<file path="config.mk">
export PLATFORM = sky130hd
export DESIGN_NAME = multi_alarm_matcher
export DESIGN_NICKNAME = d
export VERILOG_FILES = /design/src/amm_pkg.sv /design/src/multi_alarm_matcher.sv /design/src/amm_scan.sv /design/src/amm_next.sv
export SDC_FILE = /design/constraint.sdc
export NUM_CORES = 1
export LEC_CHECK = 0
export ABC_CLOCK_PERIOD_IN_PS = 24400
export BUFFER_PORTS_ARGS = -buffer_cell sky130_fd_sc_hd__buf_4
export CORE_MARGIN = 5
export CORE_UTILIZATION = 55
export CTS_BUF_LIST = sky130_fd_sc_hd__clkbuf_8
export DETAILED_ROUTE_END_ITERATION = 10
export PLACE_DENSITY = 0.71
export SLEW_MARGIN = 20
export SYNTH_ARGS = -nofsm -noshare
export SYNTH_HDL_FRONTEND = slang
export SYNTH_HIERARCHICAL = 1
export SYNTH_SLANG_ARGS = --single-unit
</file>
<file path="constraint.sdc">
create_clock -name clock -period 24.4 [get_ports clock]
set_input_delay 3.66 -clock clock [delete_from_list [all_inputs] [get_ports clock]]
set_output_delay 3.66 -clock clock [all_outputs]
set_load 0.02 [all_outputs]
</file>
<file path="src/amm_pkg.sv">
`default_nettype none

package amm_pkg;

   localparam int unsigned REG_COUNT = 6;
   localparam int unsigned SLOT_W = 3;
   localparam int unsigned MASK_W = 6;
   localparam int unsigned HOUR_W = 5;
   localparam int unsigned MINUTE_W = 6;
   localparam int unsigned SECOND_W = 6;
   localparam int unsigned REG_W = 12;
   localparam int unsigned SECS_W = 17;
   localparam int unsigned DIST_W = 19;

   localparam logic [SECS_W-1:0] SECS_PER_DAY = 17'd86400;
   localparam logic [11:0] SECS_PER_HOUR = 12'd3600;
   localparam logic [5:0] SECS_PER_MIN = 6'd60;

   typedef enum logic {
      KIND_TICK = 1'b0,
      KIND_STOP = 1'b1
   } kind_type;

   typedef logic [SLOT_W-1:0] reg_index_type;

   // Layout of one alarm slot register.
   typedef struct packed {
      logic enable;
      logic [HOUR_W-1:0] hour;
      logic [MINUTE_W-1:0] minute;
   } slot_type;

   typedef slot_type [REG_COUNT-1:0] slot_array_type;

   typedef struct packed {
      kind_type kind;
      logic [HOUR_W-1:0] now_hour;
      logic [MINUTE_W-1:0] now_minute;
      logic [SECOND_W-1:0] now_second;
   } req_item_type;

   typedef struct packed {
      logic [MASK_W-1:0] used;
      logic [MASK_W-1:0] triggered;
      logic ringing;
      logic [SLOT_W-1:0] ring_slot;
   } mark_state_type;

   typedef struct packed {
      logic ring_active;
      logic [SLOT_W-1:0] active_slot;
      logic fired_now;
      logic [MASK_W-1:0] triggered_mask;
      logic next_valid;
      logic [HOUR_W-1:0] next_hour;
      logic [MINUTE_W-1:0] next_minute;
   } rsp_item_type;

endpackage

`default_nettype wire

</file>
<file path="src/multi_alarm_matcher.sv">
// Six-slot alarm comparator for a real-time clock.
// Request channel (req_): one transfer per item. tuser carries the kind (tick or
// stop); tdata carries the current hour, minute and second. A tick scans the
// enabled slots and fires the lowest matching slot not yet used this minute; a
// stop silences the ringing alarm.
// Response channel (rsp_): exactly one transfer per request, in order, with the
// ringing state, the triggered marks and the nearest enabled alarm after now.
// Configuration channel (csr_): writes one 12-bit slot register per transfer;
// it is always ready and should only be used while no request is in flight.
// A request transfer is captured in the input register; the slot comparators and
// the minimum search then feed the output register, which drives the response.
// A new request is taken every cycle while responses are taken.
// If the receiver stalls, the output register holds its response and the
// input register fills, after which req_tready drops until rsp_tready returns.
// Synchronous reset clears all marks and the ringing state, empties both
// registers and restores slot k to hour 4k, minute 0, disabled.
`default_nettype none

module multi_alarm_matcher #(
   parameter int unsigned SLOT_COUNT = 6
) (
   input  logic        clock,
   input  logic        reset,
   input  logic        req_tvalid,
   output logic        req_tready,
   input  logic [0:0]  req_tuser,  // [0] kind
   input  logic [23:0] req_tdata,  // [4:0] now_hour, [10:5] now_minute, [16:11] now_second
   output logic        rsp_tvalid,
   input  logic        rsp_tready,
   // [0] ring_active, [3:1] active_slot, [4] fired_now, [10:5] triggered_mask,
   // [11] next_valid, [16:12] next_hour, [22:17] next_minute
   output logic [23:0] rsp_tdata,
   input  logic        csr_valid,
   output logic        csr_ready,
   input  logic [amm_pkg::SLOT_W-1:0] csr_index,
   input  logic [amm_pkg::REG_W-1:0]  csr_wdata
);
   import amm_pkg::*;

   slot_array_type slots_ff;
   mark_state_type marks_ff, marks_in;
   logic stage_valid_ff;
   req_item_type stage_ff;
   logic rsp_valid_ff;
   rsp_item_type rsp_ff, rsp_in;
   logic advance, fired;
   logic next_valid;
   logic [HOUR_W-1:0] next_hour;
   logic [MINUTE_W-1:0] next_minute;

   assign csr_ready = 1'b1;
   assign advance = stage_valid_ff && (!rsp_valid_ff || rsp_tready);
   assign req_tready = !stage_valid_ff || advance;

   always_ff @(posedge clock) begin
      if (reset) begin
         for (int k = 0; k < REG_COUNT; k++) begin
            slots_ff[k] <= slot_type'({1'b0, HOUR_W'(4 * k), MINUTE_W'(0)});
         end
      end else if (csr_valid && csr_ready && 32'(csr_index) < REG_COUNT) begin
         slots_ff[csr_index] <= slot_type'(csr_wdata);
      end
   end

   always_ff @(posedge clock) begin
      if (reset) begin
         stage_valid_ff <= 1'b0;
      end else if (req_tready) begin
         stage_valid_ff <= req_tvalid;
      end
   end

   always_ff @(posedge clock) begin
      if (req_tvalid && req_tready) begin
         stage_ff <= '{kind: kind_type'(req_tuser[0]),
                       now_hour: req_tdata[4:0],
                       now_minute: req_tdata[10:5],
                       now_second: req_tdata[16:11]};
      end
   end

   amm_scan #(.SLOT_COUNT(SLOT_COUNT)) u_scan (
      .item       (stage_ff),
      .slots      (slots_ff),
      .marks      (marks_ff),
      .marks_next (marks_in),
      .fired      (fired)
   );

   amm_next #(.SLOT_COUNT(SLOT_COUNT)) u_next (
      .item        (stage_ff),
      .slots       (slots_ff),
      .next_valid  (next_valid),
      .next_hour   (next_hour),
      .next_minute (next_minute)
   );

   // Marks are committed at the same edge as the response, so the next item sees them.
   always_ff @(posedge clock) begin
      if (reset) begin
         marks_ff <= '0;
      end else if (advance) begin
         marks_ff <= marks_in;
      end
   end

   always_comb begin
      rsp_in.ring_active = marks_in.ringing;
      rsp_in.active_slot = marks_in.ringing ? marks_in.ring_slot : '0;
      rsp_in.fired_now = fired;
      rsp_in.triggered_mask = marks_in.triggered;
      rsp_in.next_valid = next_valid;
      rsp_in.next_hour = next_hour;
      rsp_in.next_minute = next_minute;
   end

   always_ff @(posedge clock) begin
      if (reset) begin
         rsp_valid_ff <= 1'b0;
      end else if (advance) begin
         rsp_valid_ff <= 1'b1;
      end else if (rsp_tready) begin
         rsp_valid_ff <= 1'b0;
      end
   end

   always_ff @(posedge clock) begin
      if (advance) begin
         rsp_ff <= rsp_in;
      end
   end

   assign rsp_tvalid = rsp_valid_ff;
   assign rsp_tdata = {1'b0,
                       rsp_ff.next_minute,
                       rsp_ff.next_hour,
                       rsp_ff.next_valid,
                       rsp_ff.triggered_mask,
                       rsp_ff.fired_now,
                       rsp_ff.active_slot,
                       rsp_ff.ring_active};

   a_ring_marked : assert property (@(posedge clock) disable iff (reset)
      marks_ff.ringing |-> marks_ff.triggered[marks_ff.ring_slot])
      else $error("ringing slot has no triggered mark");

   a_silent_slot_zero : assert property (@(posedge clock) disable iff (reset)
      !marks_ff.ringing |-> marks_ff.ring_slot == '0)
      else $error("ring slot not cleared while silent");

   a_fire_rings : assert property (@(posedge clock) disable iff (reset)
      (rsp_valid_ff && rsp_ff.fired_now) |-> rsp_ff.ring_active)
      else $error("fired response without an active alarm");

   a_marks_hold : assert property (@(posedge clock) disable iff (reset)
      !advance |=> $stable(marks_ff))
      else $error("marks changed without an item completing");

endmodule

`default_nettype wire

</file>
<file path="src/amm_scan.sv">
`default_nettype none

module amm_scan #(
   parameter int unsigned SLOT_COUNT = 6
) (
   input  amm_pkg::req_item_type   item,
   input  amm_pkg::slot_array_type slots,
   input  amm_pkg::mark_state_type marks,
   output amm_pkg::mark_state_type marks_next,
   output logic                    fired
);
   import amm_pkg::*;

   logic found;
   logic [SLOT_W-1:0] hit_slot;

   // Priority search: the lowest eligible slot that matches wins.
   always_comb begin
      found = 1'b0;
      hit_slot = '0;
      for (int k = 0; k < REG_COUNT; k++) begin
         if (k < SLOT_COUNT && !found && slots[k].enable && !marks.used[k]
             && slots[k].hour == item.now_hour && slots[k].minute == item.now_minute) begin
            found = 1'b1;
            hit_slot = SLOT_W'(k);
         end
      end
   end

   always_comb begin
      marks_next = marks;
      fired = 1'b0;
      if (item.kind == KIND_STOP) begin
         if (marks.ringing) begin
            marks_next.triggered[marks.ring_slot] = 1'b0;
         end
         marks_next.ringing = 1'b0;
         marks_next.ring_slot = '0;
      end else if (found) begin
         if (marks.ringing) begin
            marks_next.triggered[marks.ring_slot] = 1'b0;
         end
         marks_next.triggered[hit_slot] = 1'b1;
         marks_next.used[hit_slot] = 1'b1;
         marks_next.ringing = 1'b1;
         marks_next.ring_slot = hit_slot;
         fired = 1'b1;
      end else begin
         // A used slot becomes eligible again once its minute has passed.
         for (int k = 0; k < REG_COUNT; k++) begin
            if (k < SLOT_COUNT && slots[k].minute != item.now_minute) begin
               marks_next.used[k] = 1'b0;
            end
         end
      end
   end

endmodule

`default_nettype wire

</file>
<file path="src/amm_next.sv">
`default_nettype none

module amm_next #(
   parameter int unsigned SLOT_COUNT = 6
) (
   input  amm_pkg::req_item_type        item,
   input  amm_pkg::slot_array_type      slots,
   output logic                         next_valid,
   output logic [amm_pkg::HOUR_W-1:0]   next_hour,
   output logic [amm_pkg::MINUTE_W-1:0] next_minute
);
   import amm_pkg::*;

   logic [SECS_W-1:0] cur_secs;
   logic signed [DIST_W-1:0] ahead [REG_COUNT];
   logic signed [DIST_W-1:0] best;

   assign cur_secs = SECS_W'(item.now_hour * SECS_PER_HOUR)
                   + SECS_W'(item.now_minute * SECS_PER_MIN)
                   + SECS_W'(item.now_second);

   // Distance in seconds from now, folded forward over midnight when not ahead.
   always_comb begin
      logic [SECS_W-1:0] slot_secs;
      logic signed [DIST_W-1:0] diff;
      for (int k = 0; k < REG_COUNT; k++) begin
         slot_secs = SECS_W'(slots[k].hour * SECS_PER_HOUR)
                   + SECS_W'(slots[k].minute * SECS_PER_MIN);
         diff = $signed({2'b00, slot_secs}) - $signed({2'b00, cur_secs});
         if (diff <= 0) begin
            ahead[k] = diff + $signed({2'b00, SECS_PER_DAY});
         end else begin
            ahead[k] = diff;
         end
      end
   end

   // Strict compare keeps the lowest slot on a tie.
   always_comb begin
      next_valid = 1'b0;
      best = '0;
      next_hour = '0;
      next_minute = '0;
      for (int k = 0; k < REG_COUNT; k++) begin
         if (k < SLOT_COUNT && slots[k].enable && (!next_valid || ahead[k] < best)) begin
            next_valid = 1'b1;
            best = ahead[k];
            next_hour = slots[k].hour;
            next_minute = slots[k].minute;
         end
      end
   end

endmodule

`default_nettype wire

</file>
==> results of run 1 <==
-- synthesized netlist by cell type, types with 34 or more instances --
cell type,count
mux2i_1,43
a21oi_1,282
o211ai_1,39
nor2_1,183
ha_1,449
nor3_1,79
nand2_1,282
edfxtp_1,41
nand2b_1,67
o21a_1,67
fa_1,93
xor2_1,129
clkbuf_1,60
a211oi_1,34
xnor2_1,198
nand3_1,45
inv_1,282
dfxtp_1,90
o21ai_0,112
a21o_1,94
o21bai_1,44
-- sequential cells by signal, indices dropped and copies added (netlist names) --
signal and flops:
stage_ff 18, marks_ff 16, rsp_tdata 23, slots_ff 72
rsp_tvalid 1, stage_valid_ff 1
-- cell type report --
cell class | count | area share (%)
Clock buffer | 17 | 0.819
Clock inverter | 15 | 0.578
Inverter | 284 | 3.73
Multi-Input combinational cell | 2824 | 79.2
Sequential cell | 131 | 10.6
Tap cell | 664 | 2.91
Timing Repair Buffer | 81 | 2.13
-- metrics by stage --
stage / util (%) / cells
3_5_place_dp: 57.5 / 3984
2_1_floorplan: - / 3344
4_1_cts: 58.3 / 4016
3_3_place_gp: 57.5 / 3984
6_report: 58.4 / 4016
5_1_grt: 58.4 / 4016
-- layer usage --
layer,up-vias,share of wire [%],track usage (%)
met2,874,45,47.4
li1,12000,-,-
met4,0,4.4,11.4
met3,195,6.1,2.69
met5,-,0,0
met1,11800,45,40.0
-- cells by family (layout without fill, tap and decap cells) --
| kind of cell | count (synthesis) | count (layout) | synth area share (%) |
|---|---|---|---|
| adder cells (fa/ha/maj) | 550 | 550 | 27.8 |
| XOR/XNOR | 337 | 337 | 11.3 |
| buffers and inverters | 389 | 397 | 5.78 |
| flip-flops | 131 | 131 | 11.2 |
| other | 2 | 2 | 0.0276 |
| AO/OA/AOI/OAI | 923 | 923 | 23.4 |
| AND/OR/NAND/NOR | 944 | 944 | 17.8 |
| multiplexers | 68 | 68 | 2.63 |
-- worst reg2reg max path, delay by kind of cell, from the launching register on --
kind	cells	cell delay (ns)
buffers and inverters	11	2.38
DFF	1	0.70
and+or+nand+nor	22	4.63
adders and majority gates	11	4.18
muxes	2	0.48
xor gates and xnor gates	3	0.98
AOI/OAI and AO/OA	41	8.24
-- path summary, 6_finish.rpt --
| check | from | slack [ns] | depth (start not counted) | endpoint |
|---|---|---|---|---|
| worst min register to register | marks_ff[8] | 0.48 | 2 | marks_ff[8] |
| worst max register to register | stage_ff[6] | 2.61 | 90 | rsp_tdata[12] |
| worst max-delay path | stage_ff[6] | 2.61 | 90 | rsp_tdata[12] |
| worst min-delay path | marks_ff[8] | 0.48 | 2 | marks_ff[8] |
==> impl_results.md, run 1 <==
* Fin nets at 3926
* Worst skew pair latency at 0.48 ns
* Root Buffer: clkbuf_8
* Post-CTS setup buffer count at 0
* Mapped Cells at 3344
* Slowest stage delay, CP at 0.77 ns
* Largest net degree at the start of global routing at 110
* CP max FO at 48
* Die height at 232 microns
* DRT iter0 DRCs at 2264
* Most common cell after layout, fill and taps aside: ha_1
* Die area at 54000 sq um
* Antenna viol nets, final at 0
* Hold slack at 0.483 ns
* Worst slack at placement at 2.87 ns
* Ports at 72
* Final hold violations at 0
* Avg WL per Cell at 20.1 microns
* Gr usage total at 29.1%
* Fin crit period at 21.79 ns
* Critical path arrival at 22.02 ns
* Area of the mapped netlist at 27200 sq um
* PostCTS Resize Cnt at 0
* Req. time, crit path at 24.63 ns
* Sequential-to-total area share from yosys stat at 11.2%
* Final WL at 80.9 mm
* Sum Neg Setup Slack at 0 ns
* Cell family with most CP delay: compound AO/OA/AOI/OAI gates
* Register Area at 3030 sq um
* Drt first pass iters at 7
* Rel. slew slack at 30.0%
* WP buf/inv at 11
* Slowest cell on the critical path: a2111oi_2
* CTS Buf Count at 17
* FMAX at 0.0459 GHz
* Yosys top cell by area: ha_1
* DIE WIDTH at 232 microns
* Hold Path Class: flop to flop
* Synthesized area per cell at 8.13 sq um
* Prevailing post-synth register cell: dfxtp_1
* RSZ-0062 raised after global routing: false
* DRC at 0
* Final setup fails at 0
* Vias in the first global route at 23500
* Post-Route Skew at 0.0184 ns
* CP endpoint kind: flop
* Post-detail-place hpwl at 66.9 mm
* Post-synthesis net count at 3931
* GP Congestion at 0.942
* Worst setup path class: flop to flop
* Async set-reset flop share out of synthesis at 0%
* Fin. max-slew vios at 0
* TritonCTS clock tree: yes
* Yosys cell types at 127
* CP Launch Type: flop
* CTS Hold Bufs at 0
* First-pass GRT wire length at 126 mm
* Buffers on Ports at 62
* Slew @ Worst Pin at 1.04 ns
* GRT overflow at 0
* Most frequent cells in the layout: ha_1 (449), nand2_1 (282), inv_1 (282)
* Antenna cell count at 0
* Layout cell share with drive strength beyond 1 at 7.28%
* Initial antenna violation count at 2
* Final setup margin at 2.61 ns
* Worst-path clk slew at 0.08 ns
* Starting Density at 55.5%
* Post-synth EDFFs at 41
* Core ar. at 49000 sq um
* Vias per cell at 6.21
* Htree depth at 4
* Placed Area at 28200 sq um
* Status: finished clean
* Synthesized flop and latch total at 131
* Final Cycle Share at 89.3%
* Post-route cell area at 28600 sq um
* Clk sink count at 131
* Total of max-cap violations at 0
* Vias post-DR at 24900
* Synth area leaders: ha_1 (21%), fa_1 (6.9%), dfxtp_1 (6.6%)
* Max clock buf depth at 2
* Yosys warns at 6
* Fill count at 4498
* Multi-input gate area at 22600 sq um
* Num rows at 81
* P&R area growth vs syn at 5.14%
* Top cell type's share of synthesized area at 20.7%
Power of run 1 is not shown: default switching activity piles up to over one toggle a cycle in this logic, so the estimate is an artifact.
==> inputs of run 2 (changes only) <==
--- a/config.mk
+++ b/config.mk
@@ -6,7 +6,7 @@
 export NUM_CORES = 1
 export LEC_CHECK = 0
 export ABC_CLOCK_PERIOD_IN_PS = 24400
-export BUFFER_PORTS_ARGS = -buffer_cell sky130_fd_sc_hd__buf_4
+export BUFFER_PORTS_ARGS = -buffer_cell sky130_fd_sc_hd__buf_2
 export CORE_MARGIN = 5
 export CORE_UTILIZATION = 55
 export CTS_BUF_LIST = sky130_fd_sc_hd__clkbuf_8
==> run 2 against run 1 <==
Net effect: sequential share of layout area is 0.054 points higher; hold slack worse by 0.0024 ns; non-clock buffer count is 3 higher; critical path depth is 2 lower; critical endpoint is now rsp_tdata[22].
==> impl_results.md, run 2 (synthesis results as in run 1) <==
* Fin crit period at 21.39 ns (-0.400 ns)
* CP endpoint kind: flop
* Final setup fails at 0 (unchanged)
* CTS Hold Bufs at 0 (unchanged)
* Worst skew pair latency at 0.49 ns (about the same)
* GRT overflow at 0 (unchanged)
* GP Congestion at 0.977 (+3.7%)
* First-pass GRT wire length at 128 mm (+2.0%)
* CP Launch Type: flop
* Layout cell share with drive strength beyond 1 at 7.18% (-0.096 points)
* Final non-filler cell total at 4019 (+0.075%)
* WP buf/inv at 10 (-1)
* Post-Route Skew at 0.0191 ns (+0.000696 ns)
* Vias per cell at 6.20 (about the same)
* CTS Buf Count at 17 (unchanged)
* Avg WL per Cell at 20.3 microns (+0.89%)
* Post-CTS setup buffer count at 0 (unchanged)
* Htree depth at 4 (unchanged)
* Die area at 54000 sq um (unchanged)
* PostCTS Resize Cnt at 0 (unchanged)
* Fin. max-slew vios at 0 (unchanged)
* Final WL at 81.7 mm (+0.96%)
* CP max FO at 43 (-10%)
* Slowest stage delay, CP at 0.70 ns (-0.07 ns)
* Antenna cell count at 0 (unchanged)
* Antenna viol nets, final at 0 (unchanged)
* Rel. slew slack at 16.0% (-14 points)
* P&R area growth vs syn at 4.61%
* Slowest cell on the critical path: edfxtp_1
* Root Buffer: clkbuf_8
* Post-detail-place hpwl at 67.3 mm (+0.65%)
* Most frequent cells in the layout: ha_1 (449), inv_1 (284), nand2_1 (282)
* Core ar. at 49000 sq um (unchanged)
* Slew @ Worst Pin at 1.24 ns (+0.204 ns)
* Drt first pass iters at 6 (-1)
* Sum Neg Setup Slack at 0 ns (unchanged)
* Buffers on Ports at 62 (unchanged)
* Worst setup path class: flop to flop
* DIE WIDTH at 232 microns (unchanged)
* FMAX at 0.0468 GHz (+1.9%)
* Starting Density at 55.5% (unchanged)
* Final setup margin at 3.01 ns (+0.400 ns)
* Worst-path clk slew at 0.08 ns (about the same)
* Status: finished clean
* Vias in the first global route at 24000 (+2.2%)
* Hold Path Class: flop to flop
* Fin nets at 3929 (+0.076%)
* Gr usage total at 29.6% (+0.48 points)
* Initial antenna violation count at 0 (-2)
* DRC at 0 (unchanged)
* Most frequent CP cell: ha_1
* Max FFs per register at 72 (unchanged)
* RSZ-0062 raised after global routing: false
* Num rows at 81 (unchanged)
* Cell family with most CP delay: compound AO/OA/AOI/OAI gates
* Biggest register: slots_ff
* Largest net degree at the start of global routing at 110 (unchanged)
* Worst slack at placement at 3.34 ns (+0.470 ns)
* DRT iter0 DRCs at 2096 (-7.4%)
* Critical path arrival at 21.62 ns (-0.40 ns)
* Req. time, crit path at 24.63 ns (about the same)
* Die height at 232 microns (unchanged)
* Placed Cells at 3987 (+0.075%)
* Final hold violations at 0 (unchanged)
* TritonCTS clock tree: yes
* Most common cell after layout, fill and taps aside: ha_1
* Total of max-cap violations at 0 (unchanged)
* Clk sink count at 131 (unchanged)
* Max clock buf depth at 2 (unchanged)
* Vias post-DR at 24900 (-0.0040%)
* Ports at 72 (unchanged)
* Final Cycle Share at 87.7% (-1.6 points)
run 2: per-stage QoR:
| step | cell area, sq um | hold slack, ns | util, % |
|---|---|---|---|
| 2_1_floorplan | 27200 | 0.449 | - |
| 3_5_place_dp | 28000 | 0.462 | 57.2 |
| 4_1_cts | 28400 | 0.482 | 58.1 |
| 6_report | 28400 | 0.481 | 58.1 |
| 5_1_grt | 28400 | 0.510 | 58.1 |
| 3_3_place_gp | 28000 | 0.458 | 57.2 |
run 2: tightest hold or removal path: cells and delay by family (launching register included):
kind	cells	cell delay [ns]
multiplexers	1	0.06
flip-flops	1	0.32
AND/OR/NAND/NOR	1	0.07
run 2: layout make-up:
class / count / area [sq um]
multi-input combinational: 2824 / 22600
clock buffer: 17 / 234
sequential: 131 / 3030
clock inverter: 15 / 180
timing repair buffer: 84 / 475
tap: 664 / 831
fill: 4408 / 20500
inverter: 284 / 1070
run 2: layer usage:
metal | vias to the layer above | GRT usage (%) | routed length [microns]
met2 | 852 | 48.1 | 36700
li1 | 12000 | - | -
met1 | 11800 | 40.4 | 36700
met5 | - | 0 | 0
met4 | 0 | 11.6 | 3390
met3 | 203 | 3.31 | 4850
run 2: path summary, 6_finish.rpt:
check	startpoint	to	slack [ns]	cells past startpoint
max reg2reg	stage_ff[6]	rsp_tdata[22]	3.01	88
max	stage_ff[6]	rsp_tdata[22]	3.01	88
min	marks_ff[4]	marks_ff[4]	0.48	2
min reg2reg	marks_ff[4]	marks_ff[4]	0.48	2
Power of run 2 is left out for the same reason.
